[config.mk]
export PLATFORM = sky130hd
export DESIGN_NAME = paper_and_mark_sensor_qualifier
export DESIGN_NICKNAME = d
export VERILOG_FILES = /design/src/psq_pkg.sv /design/src/psq_ram.sv /design/src/psq_debounce.sv /design/src/paper_and_mark_sensor_qualifier.sv
export VERILOG_INCLUDE_DIRS = /design/src /design/src/src
export SDC_FILE = /design/constraint.sdc
export NUM_CORES = 1
export LEC_CHECK = 0
export BUFFER_PORTS_ARGS = -buffer_cell sky130_fd_sc_hd__buf_2
export CAP_MARGIN = 20
export CORE_MARGIN = 2
export CORE_UTILIZATION = 54
export CTS_BUF_LIST = sky130_fd_sc_hd__clkbuf_4
export DETAILED_ROUTE_END_ITERATION = 8
export HOLD_SLACK_MARGIN = 0.03
export PLACE_DENSITY = 0.7
export RECOVER_POWER = 100
export SLEW_MARGIN = 30
export SYNTH_ARGS = -nofsm -noshare
export SYNTH_HDL_FRONTEND = slang
export SYNTH_HIERARCHICAL = 1
export SYNTH_SLANG_ARGS = --single-unit
[constraint.sdc]
create_clock -name clk_i -period 10.2 [get_ports clk_i]
set_clock_uncertainty 0.15 [all_clocks]
set_input_delay 0.51 -clock clk_i [delete_from_list [all_inputs] [get_ports clk_i]]
set_output_delay 0.51 -clock clk_i [all_outputs]
set_load 0.1 [all_outputs]
[src/paper_and_mark_sensor_qualifier_defines.svh]
// assertion macros for the sensor qualifier
`ifndef PAPER_AND_MARK_SENSOR_QUALIFIER_DEFINES_SVH
`define PAPER_AND_MARK_SENSOR_QUALIFIER_DEFINES_SVH

`ifndef SYNTHESIS
`define PSQ_ASSERT(name, prop) \
  name: assert property (@(posedge clk_i) disable iff (!rst_ni) prop) \
    else $error("psq assertion failed");
`define PSQ_ASSERT_ALWAYS(name, prop) \
  name: assert property (@(posedge clk_i) prop) \
    else $error("psq assertion failed");
`else
`define PSQ_ASSERT(name, prop)
`define PSQ_ASSERT_ALWAYS(name, prop)
`endif

`endif

[src/psq_pkg.sv]
`timescale 1ns / 1ps
package psq_pkg;

  localparam int unsigned SAMPLE_W   = 12;
  localparam int unsigned AVG_W      = 12;
  localparam int unsigned SETTLE_W   = 4;
  localparam int unsigned CFG_IDX_W  = 3;
  localparam int unsigned CFG_DATA_W = 12;

  localparam logic [1:0] OP_SAMPLE = 2'd0;
  localparam logic [1:0] OP_TICK   = 2'd1;
  localparam logic [1:0] OP_START  = 2'd2;

  localparam logic [CFG_IDX_W-1:0] CFG_PAPER_THR    = 3'd0;
  localparam logic [CFG_IDX_W-1:0] CFG_MARK_LOW     = 3'd1;
  localparam logic [CFG_IDX_W-1:0] CFG_MARK_HIGH    = 3'd2;
  localparam logic [CFG_IDX_W-1:0] CFG_PAPER_SETTLE = 3'd3;
  localparam logic [CFG_IDX_W-1:0] CFG_MARK_SETTLE  = 3'd4;

  localparam logic [AVG_W-1:0]    PAPER_THR_RST    = 12'h130;
  localparam logic [AVG_W-1:0]    MARK_LOW_RST     = 12'h130;
  localparam logic [AVG_W-1:0]    MARK_HIGH_RST    = 12'h200;
  localparam logic [SETTLE_W-1:0] PAPER_SETTLE_RST = 4'd2;
  localparam logic [SETTLE_W-1:0] MARK_SETTLE_RST  = 4'd1;

  typedef enum logic [1:0] {
    EVT_NONE = 2'd0,
    EVT_RISE = 2'd1,
    EVT_FALL = 2'd2
  } evt_e;

  typedef struct packed {
    logic step;
    logic load;
    logic now;
  } dbc_ctrl_t;

  typedef struct packed {
    logic flag;
    evt_e evt;
  } dbc_stat_t;

endpackage

[src/psq_ram.sv]
`timescale 1ns / 1ps
module psq_ram #(
  parameter int unsigned WIDTH = 12,
  parameter int unsigned DEPTH = 10,
  parameter int unsigned AW    = (DEPTH > 1) ? $clog2(DEPTH) : 1
) (
  input  logic             clk_i,
  input  logic             we_i,
  input  logic [AW-1:0]    waddr_i,
  input  logic [WIDTH-1:0] wdata_i,
  input  logic             re_i,
  input  logic [AW-1:0]    raddr_i,
  output logic [WIDTH-1:0] rdata_o
);

  logic [WIDTH-1:0] mem_q [DEPTH];
  logic [WIDTH-1:0] rdata_q;

  always_ff @(posedge clk_i) begin
    if (we_i) begin
      mem_q[waddr_i] <= wdata_i;
    end
    if (re_i) begin
      rdata_q <= mem_q[raddr_i];
    end
  end

  assign rdata_o = rdata_q;

endmodule

[src/psq_debounce.sv]
`timescale 1ns / 1ps
module psq_debounce (
  input  logic                          clk_i,
  input  logic                          rst_ni,
  input  psq_pkg::dbc_ctrl_t            ctrl_i,
  input  logic [psq_pkg::SETTLE_W-1:0]  settle_i,
  output psq_pkg::dbc_stat_t            stat_o
);
  import psq_pkg::*;

  logic                seen_q, seen_d;
  logic                flag_q, flag_d;
  logic [SETTLE_W-1:0] count_q, count_d;
  logic [SETTLE_W-1:0] settle_eff;
  evt_e                evt;

  assign settle_eff = (settle_i == '0) ? SETTLE_W'(1) : settle_i;

  always_comb begin
    seen_d  = seen_q;
    flag_d  = flag_q;
    count_d = count_q;
    evt     = EVT_NONE;
    if (ctrl_i.load) begin
      seen_d  = ctrl_i.now;
      flag_d  = ctrl_i.now;
      count_d = '0;
    end else if (ctrl_i.step) begin
      if (ctrl_i.now != seen_q) begin
        seen_d  = ctrl_i.now;
        count_d = settle_eff;
      end else if (count_q != '0) begin
        count_d = count_q - SETTLE_W'(1);
        if ((count_d == '0) && (flag_q != ctrl_i.now)) begin
          flag_d = ctrl_i.now;
          evt    = ctrl_i.now ? EVT_RISE : EVT_FALL;
        end
      end
    end
  end

  always_ff @(posedge clk_i or negedge rst_ni) begin
    if (!rst_ni) begin
      seen_q  <= 1'b0;
      flag_q  <= 1'b0;
      count_q <= '0;
    end else begin
      seen_q  <= seen_d;
      flag_q  <= flag_d;
      count_q <= count_d;
    end
  end

  assign stat_o.flag = flag_d;
  assign stat_o.evt  = evt;

endmodule

[src/paper_and_mark_sensor_qualifier.sv]
// a start, or a tick once running, passes the second stage and the output register
// throughput: one item per cycle; a start or running tick stalls only while a result waits
// a sample reads its old ring entry in the accept cycle and writes it back in the next cycle
// reset: asynchronous, clears control state, sum, pointer and ring valid bits;
// config registers return to defaults, no clearing pass
`timescale 1ns / 1ps
`include "paper_and_mark_sensor_qualifier_defines.svh"
module paper_and_mark_sensor_qualifier #(
  parameter int unsigned SAMPLE_COUNT = 10,
  parameter int unsigned ADC_BITS     = 12
) (
  input  logic                            clk_i,
  input  logic                            rst_ni,
  input  logic                            cfg_valid_i,
  output logic                            cfg_ready_o,
  input  logic [psq_pkg::CFG_IDX_W-1:0]   cfg_index_i,
  input  logic [psq_pkg::CFG_DATA_W-1:0]  cfg_data_i,
  input  logic                            in_valid_i,
  output logic                            in_ready_o,
  input  logic [1:0]                      opcode_i,
  input  logic [psq_pkg::SAMPLE_W-1:0]    sample_i,
  output logic                            out_valid_o,
  input  logic                            out_ready_i,
  output logic                            paper_present_o,
  output logic                            mark_present_o,
  output logic                            paper_now_o,
  output logic [1:0]                      paper_event_o,
  output logic [1:0]                      mark_event_o,
  output logic [psq_pkg::AVG_W-1:0]       average_o
);
  import psq_pkg::*;

  localparam int unsigned PTR_W   = (SAMPLE_COUNT > 1) ? $clog2(SAMPLE_COUNT) : 1;
  localparam int unsigned SUM_W   = $clog2(SAMPLE_COUNT * ((2 ** ADC_BITS) - 1) + 1);
  localparam int unsigned DIV_K   = SUM_W + PTR_W;
  localparam int unsigned MUL_W   = DIV_K + 2;
  localparam int unsigned PROD_W  = SUM_W + MUL_W;
  localparam logic [MUL_W-1:0] DIV_M = MUL_W'((2 ** DIV_K) / SAMPLE_COUNT + 1);
  localparam logic [PTR_W-1:0] PTR_LAST = PTR_W'(SAMPLE_COUNT - 1);

  // configuration
  logic [AVG_W-1:0]    paper_thr_q, mark_low_q, mark_high_q;
  logic [SETTLE_W-1:0] paper_settle_q, mark_settle_q;

  assign cfg_ready_o = 1'b1;

  always_ff @(posedge clk_i or negedge rst_ni) begin
    if (!rst_ni) begin
      paper_thr_q    <= PAPER_THR_RST;
      mark_low_q     <= MARK_LOW_RST;
      mark_high_q    <= MARK_HIGH_RST;
      paper_settle_q <= PAPER_SETTLE_RST;
      mark_settle_q  <= MARK_SETTLE_RST;
    end else if (cfg_valid_i) begin
      unique case (cfg_index_i)
        CFG_PAPER_THR:    paper_thr_q    <= cfg_data_i;
        CFG_MARK_LOW:     mark_low_q     <= cfg_data_i;
        CFG_MARK_HIGH:    mark_high_q    <= cfg_data_i;
        CFG_PAPER_SETTLE: paper_settle_q <= cfg_data_i[SETTLE_W-1:0];
        CFG_MARK_SETTLE:  mark_settle_q  <= cfg_data_i[SETTLE_W-1:0];
        default: ;
      endcase
    end
  end

  // accept stage
  logic                    in_acc, rd_en;
  logic [ADC_BITS-1:0]     sample_adc;
  logic [PTR_W-1:0]        ptr_q;
  logic [SAMPLE_COUNT-1:0] ring_valid_q;

  // second stage
  logic                s1_valid_q;
  logic [1:0]          s1_op_q;
  logic [ADC_BITS-1:0] s1_sample_q;
  logic [PTR_W-1:0]    s1_addr_q;
  logic                s1_rd_valid_q;
  logic                s1_fwd_q;
  logic [ADC_BITS-1:0] s1_fwd_data_q;
  logic                s1_has_res, s1_adv, ram_we;
  logic [ADC_BITS-1:0] ram_rdata, old_sample;

  logic [SUM_W-1:0]  sum_q;
  logic              running_q;
  logic [PROD_W-1:0] prod;
  logic [AVG_W-1:0]  avg;
  logic              pnow, mnow;

  assign sample_adc = ADC_BITS'(sample_i);
  assign in_acc     = in_valid_i && in_ready_o;
  assign rd_en      = in_acc && (opcode_i == OP_SAMPLE);

  assign s1_has_res = (s1_op_q == OP_START) || ((s1_op_q == OP_TICK) && running_q);
  assign s1_adv     = s1_valid_q && (!s1_has_res || !out_valid_o || out_ready_i);
  assign in_ready_o = !s1_valid_q || s1_adv;
  assign ram_we     = s1_adv && (s1_op_q == OP_SAMPLE);

  psq_ram #(
    .WIDTH (ADC_BITS),
    .DEPTH (SAMPLE_COUNT),
    .AW    (PTR_W)
  ) u_ring (
    .clk_i   (clk_i),
    .we_i    (ram_we),
    .waddr_i (s1_addr_q),
    .wdata_i (s1_sample_q),
    .re_i    (rd_en),
    .raddr_i (ptr_q),
    .rdata_o (ram_rdata)
  );

  assign old_sample = s1_fwd_q      ? s1_fwd_data_q :
                      s1_rd_valid_q ? ram_rdata     : '0;

  always_ff @(posedge clk_i or negedge rst_ni) begin
    if (!rst_ni) begin
      s1_valid_q   <= 1'b0;
      ptr_q        <= '0;
      ring_valid_q <= '0;
      sum_q        <= '0;
      running_q    <= 1'b0;
    end else begin
      if (in_acc) begin
        s1_valid_q <= 1'b1;
      end else if (s1_adv) begin
        s1_valid_q <= 1'b0;
      end
      if (rd_en) begin
        ptr_q <= (ptr_q == PTR_LAST) ? '0 : ptr_q + PTR_W'(1);
      end
      if (ram_we) begin
        ring_valid_q[s1_addr_q] <= 1'b1;
        sum_q <= sum_q - SUM_W'(old_sample) + SUM_W'(s1_sample_q);
      end
      if (s1_adv && (s1_op_q == OP_START)) begin
        running_q <= 1'b1;
      end
    end
  end

  always_ff @(posedge clk_i) begin
    if (in_acc) begin
      s1_op_q       <= opcode_i;
      s1_sample_q   <= sample_adc;
      s1_addr_q     <= ptr_q;
      s1_rd_valid_q <= ring_valid_q[ptr_q];
      s1_fwd_q      <= ram_we && (s1_addr_q == ptr_q);
      s1_fwd_data_q <= s1_sample_q;
    end
  end

  // average by reciprocal multiply
  assign prod = PROD_W'(sum_q) * PROD_W'(DIV_M);
  assign avg  = AVG_W'(prod[DIV_K +: ADC_BITS]);
  assign pnow = !(avg < paper_thr_q);
  assign mnow = (avg < mark_high_q) && (avg > mark_low_q);

  dbc_ctrl_t paper_ctrl, mark_ctrl;
  dbc_stat_t paper_stat, mark_stat;

  assign paper_ctrl.step = s1_adv && (s1_op_q == OP_TICK) && running_q;
  assign paper_ctrl.load = s1_adv && (s1_op_q == OP_START);
  assign paper_ctrl.now  = pnow;
  assign mark_ctrl.step  = paper_ctrl.step;
  assign mark_ctrl.load  = 1'b0;
  assign mark_ctrl.now   = mnow;

  psq_debounce u_paper_dbc (
    .clk_i    (clk_i),
    .rst_ni   (rst_ni),
    .ctrl_i   (paper_ctrl),
    .settle_i (paper_settle_q),
    .stat_o   (paper_stat)
  );

  psq_debounce u_mark_dbc (
    .clk_i    (clk_i),
    .rst_ni   (rst_ni),
    .ctrl_i   (mark_ctrl),
    .settle_i (mark_settle_q),
    .stat_o   (mark_stat)
  );

  // output register
  logic             out_valid_q;
  logic             paper_present_q, mark_present_q, paper_now_q;
  logic [1:0]       paper_event_q, mark_event_q;
  logic [AVG_W-1:0] average_q;
  logic             res_load;

  assign res_load = s1_adv && s1_has_res;

  always_ff @(posedge clk_i or negedge rst_ni) begin
    if (!rst_ni) begin
      out_valid_q <= 1'b0;
    end else if (res_load) begin
      out_valid_q <= 1'b1;
    end else if (out_ready_i) begin
      out_valid_q <= 1'b0;
    end
  end

  always_ff @(posedge clk_i) begin
    if (res_load) begin
      paper_present_q <= paper_stat.flag;
      mark_present_q  <= mark_stat.flag;
      paper_now_q     <= pnow;
      paper_event_q   <= paper_stat.evt;
      mark_event_q    <= mark_stat.evt;
      average_q       <= avg;
    end
  end

  assign out_valid_o     = out_valid_q;
  assign paper_present_o = paper_present_q;
  assign mark_present_o  = mark_present_q;
  assign paper_now_o     = paper_now_q;
  assign paper_event_o   = paper_event_q;
  assign mark_event_o    = mark_event_q;
  assign average_o       = average_q;

  `PSQ_ASSERT(a_fwd_only_sample, s1_fwd_q |-> (s1_valid_q && (s1_op_q == OP_SAMPLE)))
  `PSQ_ASSERT(a_ptr_step, rd_en |=> (ptr_q == (($past(ptr_q) == PTR_LAST) ? '0 : $past(ptr_q) + PTR_W'(1))))
  `PSQ_ASSERT_ALWAYS(a_stall_blocks_input, (s1_valid_q && !s1_adv) |-> !in_ready_o)

endmodule
==> impl_results.md, run 1 <==
- Status: finished with violations
- Failing checks: capacitance limit, slew limit
- Post-CTS setup buffer count: 0
- DR pass1 iterations: 5
- Synth Cell Area: 0.0172 mm²
- Gate Count Post-Synth: 1449
- Clock H-tree levels: 3
- Worst setup SP type: flop
- Fin. max-slew vios: 202
- Antenna violations before repair: 2
- Family with the most delay on the worst path: adder cells
- Worst slew pin tran: 2.88 ns
- Die height: 183 µm
- Footprint of the multi-input gates: 0.00818 mm²
- Register area share after synthesis: 44.9%
- Warnings, synthesis: 6
- Via Count: 10900
- Placed cell count: 1880
- Area contributors post-synth: edfxtp_1 (32%), ha_1 (13%), dfrtp_1 (12%), fa_1 (11%), inv_1 (5.6%)
- Crit path DAT: 9.52 ns
- CTS tree: built
- Number of flops mapped to enable cells by yosys: 183
- TNS Setup: 0 ns
- Number of CTS-inserted buffers: 71
- Die area: 0.0333 mm²
- Placer Congestion: 0.945
- CTS clk-pin slew, worst paths: 0.07 ns
- WS Path Type: reg2reg
- Post-route DRC: 0
- IO Port Bufs: 54
- Nets: 1886
- Initial core utilization: 54.7%
- Final period utilization: 89.1%
- Crit-path max cell delay: 0.84 ns
- First-pass GRT wire length: 57300 µm
- Bufs on Longest Clock Path: 3
- Final Instance Count excl. Fillers: 2028
- Slew Limit Headroom: -92.3%
- RSZ-0062 raised after global routing: no
- FF/Latch Area: 0.00773 mm²
- Share of cells above drive strength 1: 13.9%
- Cts repair resizes: 0
- Most frequent CP cell: fa_1
- Cell taking the most area after synthesis: edfxtp_1
- Antenna Nets Post-Route: 0
- Syn Area/Cell: 11.9 µm²
- Clock Tree Root: clkbuf_4
- Hold Vio Cnt, Final: 0
- Remaining Overflow, GRT: 0
- Crit end category: flop
- Synth Register Bits: 272
- Worst-path fanout max: 7
- Core area: 0.0315 mm²
- WL final: 34500 µm
- Area Overhead vs Synth: 9.43%
- Synth top area share: 31.9%
- Top FF cell, synth: edfxtp_1
- Largest net degree at the start of global routing: 52
- DR iter-0 viols: 604
- Synthesized net count: 1754
- Number of global-route vias before repair: 11300
- Max frequency: 0.110 GHz
- Clk_lat worst skew: 0.71 ns
- Hold Path Class: in2reg
- Row count: 65
- Fin crit period: 9.09 ns
- WP buf/inv: 4
- Die width: 183 µm
- Max_cap viols: 7
- Library cells used by synthesis: 77
- CTS sink count: 272
- Hold buffers post-CTS: 29
- Slowest-stage cell, CP: nor3_1
- # fillers: 2584
- # setup viols final: 0
- Dpl hpwl: 25800 µm
- Io pins: 56
- WL/cell: 17.0 µm
- DR vias/cell: 5.38
- Total GRT Usage: 21.9%
- Async set-reset flop share out of synthesis: 32.7%
- Worst EP required: 10.64 ns
## final cells by class
cell class / instances / area share [%]
diodes: 2 / 0.0266
clock buffers: 101 / 4.02
clock inverters: 15 / 0.677
inverters: 256 / 5.10
multi-input cells: 885 / 43.4
flip-flops and latches: 272 / 41.0
well taps: 402 / 2.67
repair buffers: 95 / 3.04
## state kept, by name (all words and copies together) (netlist names), 2 cells and up
signal and flops:
paper_thr_q 12, paper_settle_q 4, average_o 12, mark_event_o 2
s1_addr_q 4, u_mark_dbc/count_q 4, sum_q 16, u_ring/mem_q 120
ring_valid_q 10, s1_fwd_data_q 12, s1_op_q 2, paper_event_o 2
s1_sample_q 12, mark_settle_q 4, mark_high_q 12, ptr_q 4
u_ring/rdata_o 12, u_paper_dbc/count_q 4, mark_low_q 12
## layer usage
| layer | vias to the layer above | track usage (%) | wire length, µm |
|---|---|---|---|
| li1 | 5321 | - | - |
| met1 | 5336 | 30.3 | 16200 |
| met2 | 212 | 34.7 | 16100 |
| met3 | 49 | 4.25 | 1490 |
| met4 | 0 | 7.48 | 696 |
| met5 | - | 0 | 0 |
## cells by family after synthesis
kind of cell	count (synthesis)	share of synthesized area [%]
simple gates	248	7.27
flops	272	44.9
buf+inv	292	6.84
mux	85	5.46
other cells	2	0.0436
compound gates	246	9.98
xor+xnor	33	1.81
fa+ha+maj	271	23.7
## placed cells by master, fill, tap and decap left out, types with 43 or more instances in the layout
| cell type | count |
|---|---|
| nand2_1 | 102 |
| ha_1 | 179 |
| dfrtp_1 | 79 |
| mux2_2 | 48 |
| clkbuf_4 | 101 |
| edfxtp_1 | 183 |
| fa_1 | 92 |
| a21oi_1 | 43 |
| o21ai_0 | 74 |
| nor2_1 | 44 |
| inv_1 | 255 |
## stage by stage
step	instance area, µm²	hold WS (ns)	utilization [%]	setup WS (ns)
after floorplan	17200	0.0644	-	2.51
after global placement	17900	0.286	56.8	1.75
after detailed placement	18000	0.293	57.0	1.72
after CTS	19100	0.0948	60.8	1.66
after global routing	18800	0.122	59.9	0.582
final	18800	0.149	59.9	1.11
## Yosys cell counts, drive strengths merged, types with 3 or more instances
master	count
and3	6
o211ai	5
a221oi	4
edfxtp	183
clkbuf	21
a21boi	4
or2	3
a21o	18
nand2b	8
inv	255
o41ai	3
a22o	23
nor4b	3
buf	15
fa	92
o31ai	16
nor2b	10
mux2	51
a2111oi	4
nor2	44
o21bai	4
nor4	5
nand3b	7
o22ai	13
mux2i	32
a21oi	43
a41o	5
xnor2	18
a211oi	6
a31o	5
dfstp	9
nand2	102
dfrtp	80
xor2	15
o21a	6
nor3b	6
and2	3
nand3	10
a31oi	6
nand4	10
nor3	25
o21ai	76
ha	179
## worst register-to-register path: cells and delay by family, from the launching register on
family	cells	cell delay [ns]
flip-flops	1	0.48
buffers and inverters	4	0.24
adder cells (fa/ha/maj)	8	3.64
AND/OR/NAND/NOR	6	1.52
AO/OA/AOI/OAI	9	2.15
XOR/XNOR	2	0.79
## path summary, 6_finish.rpt
kind,from,end,slack (ns),depth (start not counted)
min,cfg_index_i[0],mark_settle_q[3],0.15,3
max,sum_q[7],u_mark_dbc/count_q[1],1.11,29
min in group asynchronous,rst_ni,mark_settle_q[1],1.15,2
min reg2reg,ring_valid_q[2],ring_valid_q[2],0.30,1
max reg2reg,sum_q[7],u_mark_dbc/count_q[1],1.11,29
max in group asynchronous,rst_ni,ptr_q[0],5.61,3
Power of run 1 is left out: the tool's default activity adds up to more than one toggle a clock period on the data nets, which glitch-free logic cannot reach.
==> inputs of run 2 (changes only) <==
--- a/config.mk
+++ b/config.mk
@@ -13,7 +13,7 @@
 export CTS_BUF_LIST = sky130_fd_sc_hd__clkbuf_4
 export DETAILED_ROUTE_END_ITERATION = 8
 export HOLD_SLACK_MARGIN = 0.03
-export PLACE_DENSITY = 0.7
+export PLACE_DENSITY_LB_ADDON = 0.15
 export RECOVER_POWER = 100
 export SLEW_MARGIN = 30
 export SYNTH_ARGS = -nofsm -noshare
==> run 2 against run 1 <==
The run still ends with capacitance limit, slew limit left. Worst setup slack got worse by 0.023 ns. Non-clock buffer count is 1 higher. Maximum frequency shrank 0.25%.
==> impl_results.md, run 2 (synthesis gave the netlist of run 1 again) <==
- Status: finished with violations (unchanged)
- Failing checks: capacitance limit, slew limit (unchanged)
- WS Path Type: reg2reg (unchanged)
- Most frequent cells in the layout: inv_1 (255), edfxtp_1 (183), ha_1 (179) (unchanged)
- WP depth: 30 (was 29)
- Bufs on Longest Clock Path: 3 (unchanged)
- Crit end category: flop (unchanged)
- Clk_lat worst skew: 0.69 ns (was 0.71 ns)
- Antenna Nets Post-Route: 0 (unchanged)
- Core area: 0.0315 mm² (unchanged)
- Worst-path fanout max: 8 (was 7)
- Placer Congestion: 0.912 (was 0.945)
- Nets: 1890 (was 1886)
- CTS clk-pin slew, worst paths: 0.06 ns (was 0.07 ns)
- Hold Path Class: in2reg (unchanged)
- First-pass GRT wire length: 57600 µm (was 57300 µm)
- Fin. max-slew vios: 183 (was 202)
- DR pass1 iterations: 5 (unchanged)
- Crit-path max cell delay: 0.77 ns (was 0.84 ns)
- RSZ-0062 raised after global routing: no (unchanged)
- Die height: 183 µm (unchanged)
- TNS Setup: 0 ns (unchanged)
- Most frequent CP cell: fa_1 (unchanged)
- # setup viols final: 0 (unchanged)
- IO Port Bufs: 54 (unchanged)
- Reg2reg path depth: 30 (was 29)
- # fillers: 2591 (was 2584)
- Family with the most delay on the worst path: adder cells (unchanged)
- Crit path DAT: 9.48 ns (was 9.52 ns)
- CTS sink count: 272 (unchanged)
- WL final: 35000 µm (was 34500 µm)
- Clock Tree Root: clkbuf_4 (unchanged)
- Cts repair resizes: 0 (unchanged)
- DR iter-0 viols: 697 (was 604)
- Dpl hpwl: 26000 µm (was 25800 µm)
- Die width: 183 µm (unchanged)
- Worst setup SP type: flop (unchanged)
- Fin crit period: 9.11 ns (was 9.09 ns)
- Most common cell after layout, fill and taps aside: inv_1 (unchanged)
- Row count: 65 (unchanged)
- Largest net degree at the start of global routing: 69 (was 52)
- Slowest-stage cell, CP: a21boi_0 (was nor3_1)
- CTS tree: built (unchanged)
- WL/cell: 17.2 µm (was 17.0 µm)
- Area Overhead vs Synth: 10.3% (was 9.43%)
- Die area: 0.0333 mm² (unchanged)
- Via Count: 10900 (about the same)
- Worst EP required: 10.57 ns (was 10.64 ns)
- Share of cells above drive strength 1: 15.0% (was 13.9%)
- Worst slew pin tran: 4.29 ns (was 2.88 ns)
- Initial core utilization: 54.7% (unchanged)
- Top reg by flops: u_ring/mem_q (unchanged)
- Post-route DRC: 0 (unchanged)
- WP buf/inv: 4 (unchanged)
- Remaining Overflow, GRT: 0 (unchanged)
- Top Registers: u_ring/mem_q: 120 flops, sum_q: 16 flops (unchanged)
- Antenna violations before repair: 1 (was 2)
- DR vias/cell: 5.36 (was 5.38)
- Max frequency: 0.110 GHz (about the same)
- Number of CTS-inserted buffers: 74 (was 71)
- Total GRT Usage: 21.9% (about the same)
- Final period utilization: 89.3% (was 89.1%)
- Hold Vio Cnt, Final: 0 (unchanged)
- Largest register FFs: 120 (unchanged)
- Io pins: 56 (unchanged)
- Slew Limit Headroom: -186% (was -92.3%)
- Clock H-tree levels: 3 (unchanged)
- Max_cap viols: 6 (was 7)
- Number of global-route vias before repair: 11000 (was 11300)
- WHS Path Cells: 4 (was 3)
[run 2: changes by cell type in the layout (fill, tap and decap cells not counted), moves of 2 or more]
cell      before  now
nor3_2         2    4
clkbuf_4     101  111
a221oi_1       4    2
nor3_1        23   21
a221oi_2       0    2
clkinv_1       9   11
[run 2: what timing repair did]
| action | 4_1_cts | 5_1_grt |
|---|---|---|
| setup buffers | 0 | 0 |
| hold buffers | 29 | 0 |
| endpoints found under the hold margin | 85 | 0 |
[run 2: area by class of cell]
class	count	area (µm²)	share of cell area, %
well taps	402	503	2.65
diodes	1	2.50	0.0132
clock inverters	17	156	0.824
clock buffers	111	833	4.39
flip-flops and latches	272	7730	40.7
inverters	256	961	5.06
repair buffers	96	582	3.06
multi-input cells	885	8220	43.3
[run 2: final timing paths]
| path | startpoint | to | slack, ns |
|---|---|---|---|
| min in group asynchronous | rst_ni | ring_valid_q[4] | 0.50 |
| max in group asynchronous | rst_ni | sum_q[5] | 5.43 |
| setup / recovery | sum_q[7] | u_paper_dbc/count_q[3] | 1.09 |
| hold reg to reg | ring_valid_q[6] | ring_valid_q[6] | 0.31 |
| setup reg to reg | sum_q[7] | u_paper_dbc/count_q[3] | 1.09 |
| hold / removal | cfg_index_i[2] | mark_settle_q[1] | 0.19 |
[run 2: metrics by stage]
stage / utilization, % / setup WS, ns / hold WS (ns) / instance area [µm²] / instances
6_report: 60.3 / 1.09 / 0.193 / 19000 / 2040
5_1_grt: 60.3 / 0.646 / 0.166 / 19000 / 2040
4_1_cts: 61.1 / 1.50 / 0.0635 / 19200 / 2038
3_5_place_dp: 57.0 / 1.49 / 0.277 / 17900 / 1881
3_3_place_gp: 56.9 / 1.78 / 0.278 / 17900 / 1880
2_1_floorplan: - / 2.51 / 0.0644 / 17200 / 1449
[run 2: tightest hold or removal path, cell delays in order]
cell      delay [ns]
clkbuf_1        0.08
nand2_1         0.05
nor3_1          0.10
mux2_2          0.24
[run 2: per-layer routing]
layer,global-route usage [%],share of wire [%],wire [µm]
met1,31.2,47,16500
met3,4.45,4.8,1690
met5,0,0,0
met4,6.26,1.6,544
met2,34.3,47,16300
Power of run 2 is left out for the same reason.
==> inputs of run 3 (changes only) <==
--- a/config.mk
+++ b/config.mk
@@ -13,7 +13,7 @@
 export CTS_BUF_LIST = sky130_fd_sc_hd__clkbuf_4
 export DETAILED_ROUTE_END_ITERATION = 8
 export HOLD_SLACK_MARGIN = 0.03
-export PLACE_DENSITY_LB_ADDON = 0.15
+export PLACE_DENSITY_LB_ADDON = 0.05
 export RECOVER_POWER = 100
 export SLEW_MARGIN = 30
 export SYNTH_ARGS = -nofsm -noshare
==> run 3 against run 2 <==
The flow still finishes with violations (capacitance limit, slew limit). First-iteration DRC count decreased by 17%. Sequential share of layout area decreased by 0.10 points. Worst setup slack improved by 0.16 ns. Worst hold slack got worse by 0.036 ns. Flip-flop and latch count unchanged. Critical path depth decreased by 2. Die area unchanged. Global-route usage increased by 0.66 points. Register-to-register slack improved by 0.16 ns. Via count decreased by 0.85%. Final area increased by 0.25%. Utilization increased by 0.15 points.
==> impl_results.md, run 3 (synthesis gave the netlist of run 1 again) <==
- CTS tree: built (unchanged)
- Share of cells above drive strength 1: 15.3% (was 15.0%)
- Largest net degree at the start of global routing: 69 (unchanged)
- Post-route DRC: 0 (unchanged)
- Slowest-stage cell, CP: nor3_1 (was a21boi_0)
- Most frequent cells in the layout: inv_1 (255), edfxtp_1 (183), ha_1 (179) (unchanged)
- Clock Tree Root: clkbuf_4 (unchanged)
- Number of CTS-inserted buffers: 78 (was 74)
- Worst-path fanout max: 7 (was 8)
- Max_cap viols: 6 (unchanged)
- Top reg by flops: u_ring/mem_q (unchanged)
- Row count: 65 (unchanged)
- CTS sink count: 272 (unchanged)
- Hold Slack: 0.157 ns (was 0.193 ns)
- Fin crit period: 8.95 ns (was 9.11 ns)
- DR vias/cell: 5.28 (was 5.36)
- DR iter-0 viols: 579 (was 697)
- First-pass GRT wire length: 58500 µm (was 57600 µm)
- Failing checks: capacitance limit, slew limit (unchanged)
- Antenna Nets Post-Route: 0 (unchanged)
- Slew Limit Headroom: -191% (was -186%)
- DR pass1 iterations: 5 (unchanged)
- WL final: 35700 µm (was 35000 µm)
- WL/cell: 17.4 µm (was 17.2 µm)
- Final period utilization: 87.7% (was 89.3%)
- Max frequency: 0.112 GHz (was 0.110 GHz)
- Worst slew pin tran: 4.36 ns (was 4.29 ns)
- Final Instance Count excl. Fillers: 2056 (was 2040)
- Met2 wire length: 16900 µm (was 16300 µm)
- Placed cell count: 1880 (was 1881)
- Remaining Overflow, GRT: 0 (unchanged)
- RSZ-0062 raised after global routing: no (unchanged)
- Clock H-tree levels: 3 (unchanged)
- Status: finished with violations (unchanged)
- Placer Congestion: 0.924 (was 0.912)
- Crit-path max cell delay: 0.73 ns (was 0.77 ns)
- IO Port Bufs: 54 (unchanged)
- Clk_lat worst skew: 0.75 ns (was 0.69 ns)
- Total GRT Usage: 22.6% (was 21.9%)
- Io pins: 56 (unchanged)
- WL met3: 1390 µm (was 1690 µm)
- Die width: 183 µm (unchanged)
- CTS clk-pin slew, worst paths: 0.06 ns (about the same)
- Most common cell after layout, fill and taps aside: inv_1 (unchanged)
- Hold Vio Cnt, Final: 0 (unchanged)
- Largest register FFs: 120 (unchanged)
- Core area: 0.0315 mm² (unchanged)
- Design Area, Final: 0.0190 mm² (about the same)
- Via Count: 10800 (was 10900)
- Dpl hpwl: 26400 µm (was 26000 µm)
- TNS Setup: 0 ns (unchanged)
- DR top layer: met4 (unchanged)
- Area after DPL: 0.0179 mm² (about the same)
- WS Path Type: reg2reg (unchanged)
- Crit end category: flop (unchanged)
- Nets: 1894 (was 1890)
- Die area: 0.0333 mm² (unchanged)
- Number of global-route vias before repair: 11300 (was 11000)
- Metal1 wirelength: 16800 µm (was 16500 µm)
- Most frequent CP cell: fa_1 (unchanged)
- Worst setup SP type: flop (unchanged)
- Area Overhead vs Synth: 10.5% (was 10.3%)
- Post-CTS setup buffer count: 0 (unchanged)
- # setup viols final: 0 (unchanged)
- Fin. max-slew vios: 184 (was 183)
- Worst EP required: 10.65 ns (was 10.57 ns)
- Antenna violations before repair: 2 (was 1)
- Die height: 183 µm (unchanged)
- Initial core utilization: 54.7% (unchanged)
- Crit path DAT: 9.40 ns (was 9.48 ns)
- Bufs on Longest Clock Path: 3 (unchanged)
- Top Registers: u_ring/mem_q: 120 flops, sum_q: 16 flops (unchanged)
- Hold Path Class: in2reg (unchanged)
[run 3: cell count changes in the layout (fill, tap and decap cells not counted), sizes merged]
cell      delta
clkbuf      +13
clkinv       +4
inv          +3
buf          -2
clkinvlp     -2
bufinv       -1
diode        +1
[run 3: path summary, 6_finish.rpt]
path	start	to	slack (ns)	depth (start not counted)
max	sum_q[7]	u_mark_dbc/count_q[3]	1.25	28
min	cfg_index_i[0]	mark_settle_q[3]	0.16	3
max reg2reg	sum_q[7]	u_mark_dbc/count_q[3]	1.25	28
min reg2reg	ring_valid_q[6]	ring_valid_q[6]	0.30	1
max in group asynchronous	rst_ni	ptr_q[0]	5.87	3
min in group asynchronous	rst_ni	ring_valid_q[1]	0.57	3
[run 3: repair_timing]
action                                 in CTS  in global routing
resized for setup                           0                  0
hold buffers                               30                  0
endpoints found under the hold margin      85                  0
[run 3: critical path, delay by kind of cell, from the launching register on]
| kind | cells | cell delay, ns |
|---|---|---|
| xor gates and xnor gates | 1 | 0.37 |
| AOI/OAI and AO/OA | 9 | 2.43 |
| muxes | 1 | 0.12 |
| and+or+nand+nor | 5 | 1.38 |
| DFF | 1 | 0.48 |
| adders and majority gates | 8 | 3.65 |
| buffers and inverters | 4 | 0.24 |
[run 3: layout make-up]
cell class,count,area (µm²)
Clock inverter,21,153
Fill cell,2649,12400
Inverter,256,961
Clock buffer,122,916
Tap cell,402,503
Antenna cell,2,5.00
Multi-Input combinational cell,885,8190
Sequential cell,272,7730
Timing Repair Buffer,96,577
[run 3: per-layer routing]
metal | GRT usage [%] | up-vias
li1 | - | 5352
met1 | 30.8 | 5236
met2 | 36.5 | 213
met3 | 4.87 | 46
met4 | 6.68 | 0
met5 | 0 | -
[run 3: stage by stage]
stage | utilization, % | setup slack, ns
after CTS | 61.3 | 1.48
after floorplan | - | 2.51
final | 60.5 | 1.25
after global routing | 60.5 | 0.792
after detailed placement | 57.0 | 1.54
after global placement | 56.9 | 1.78
Power of run 3 is left out for the same reason.
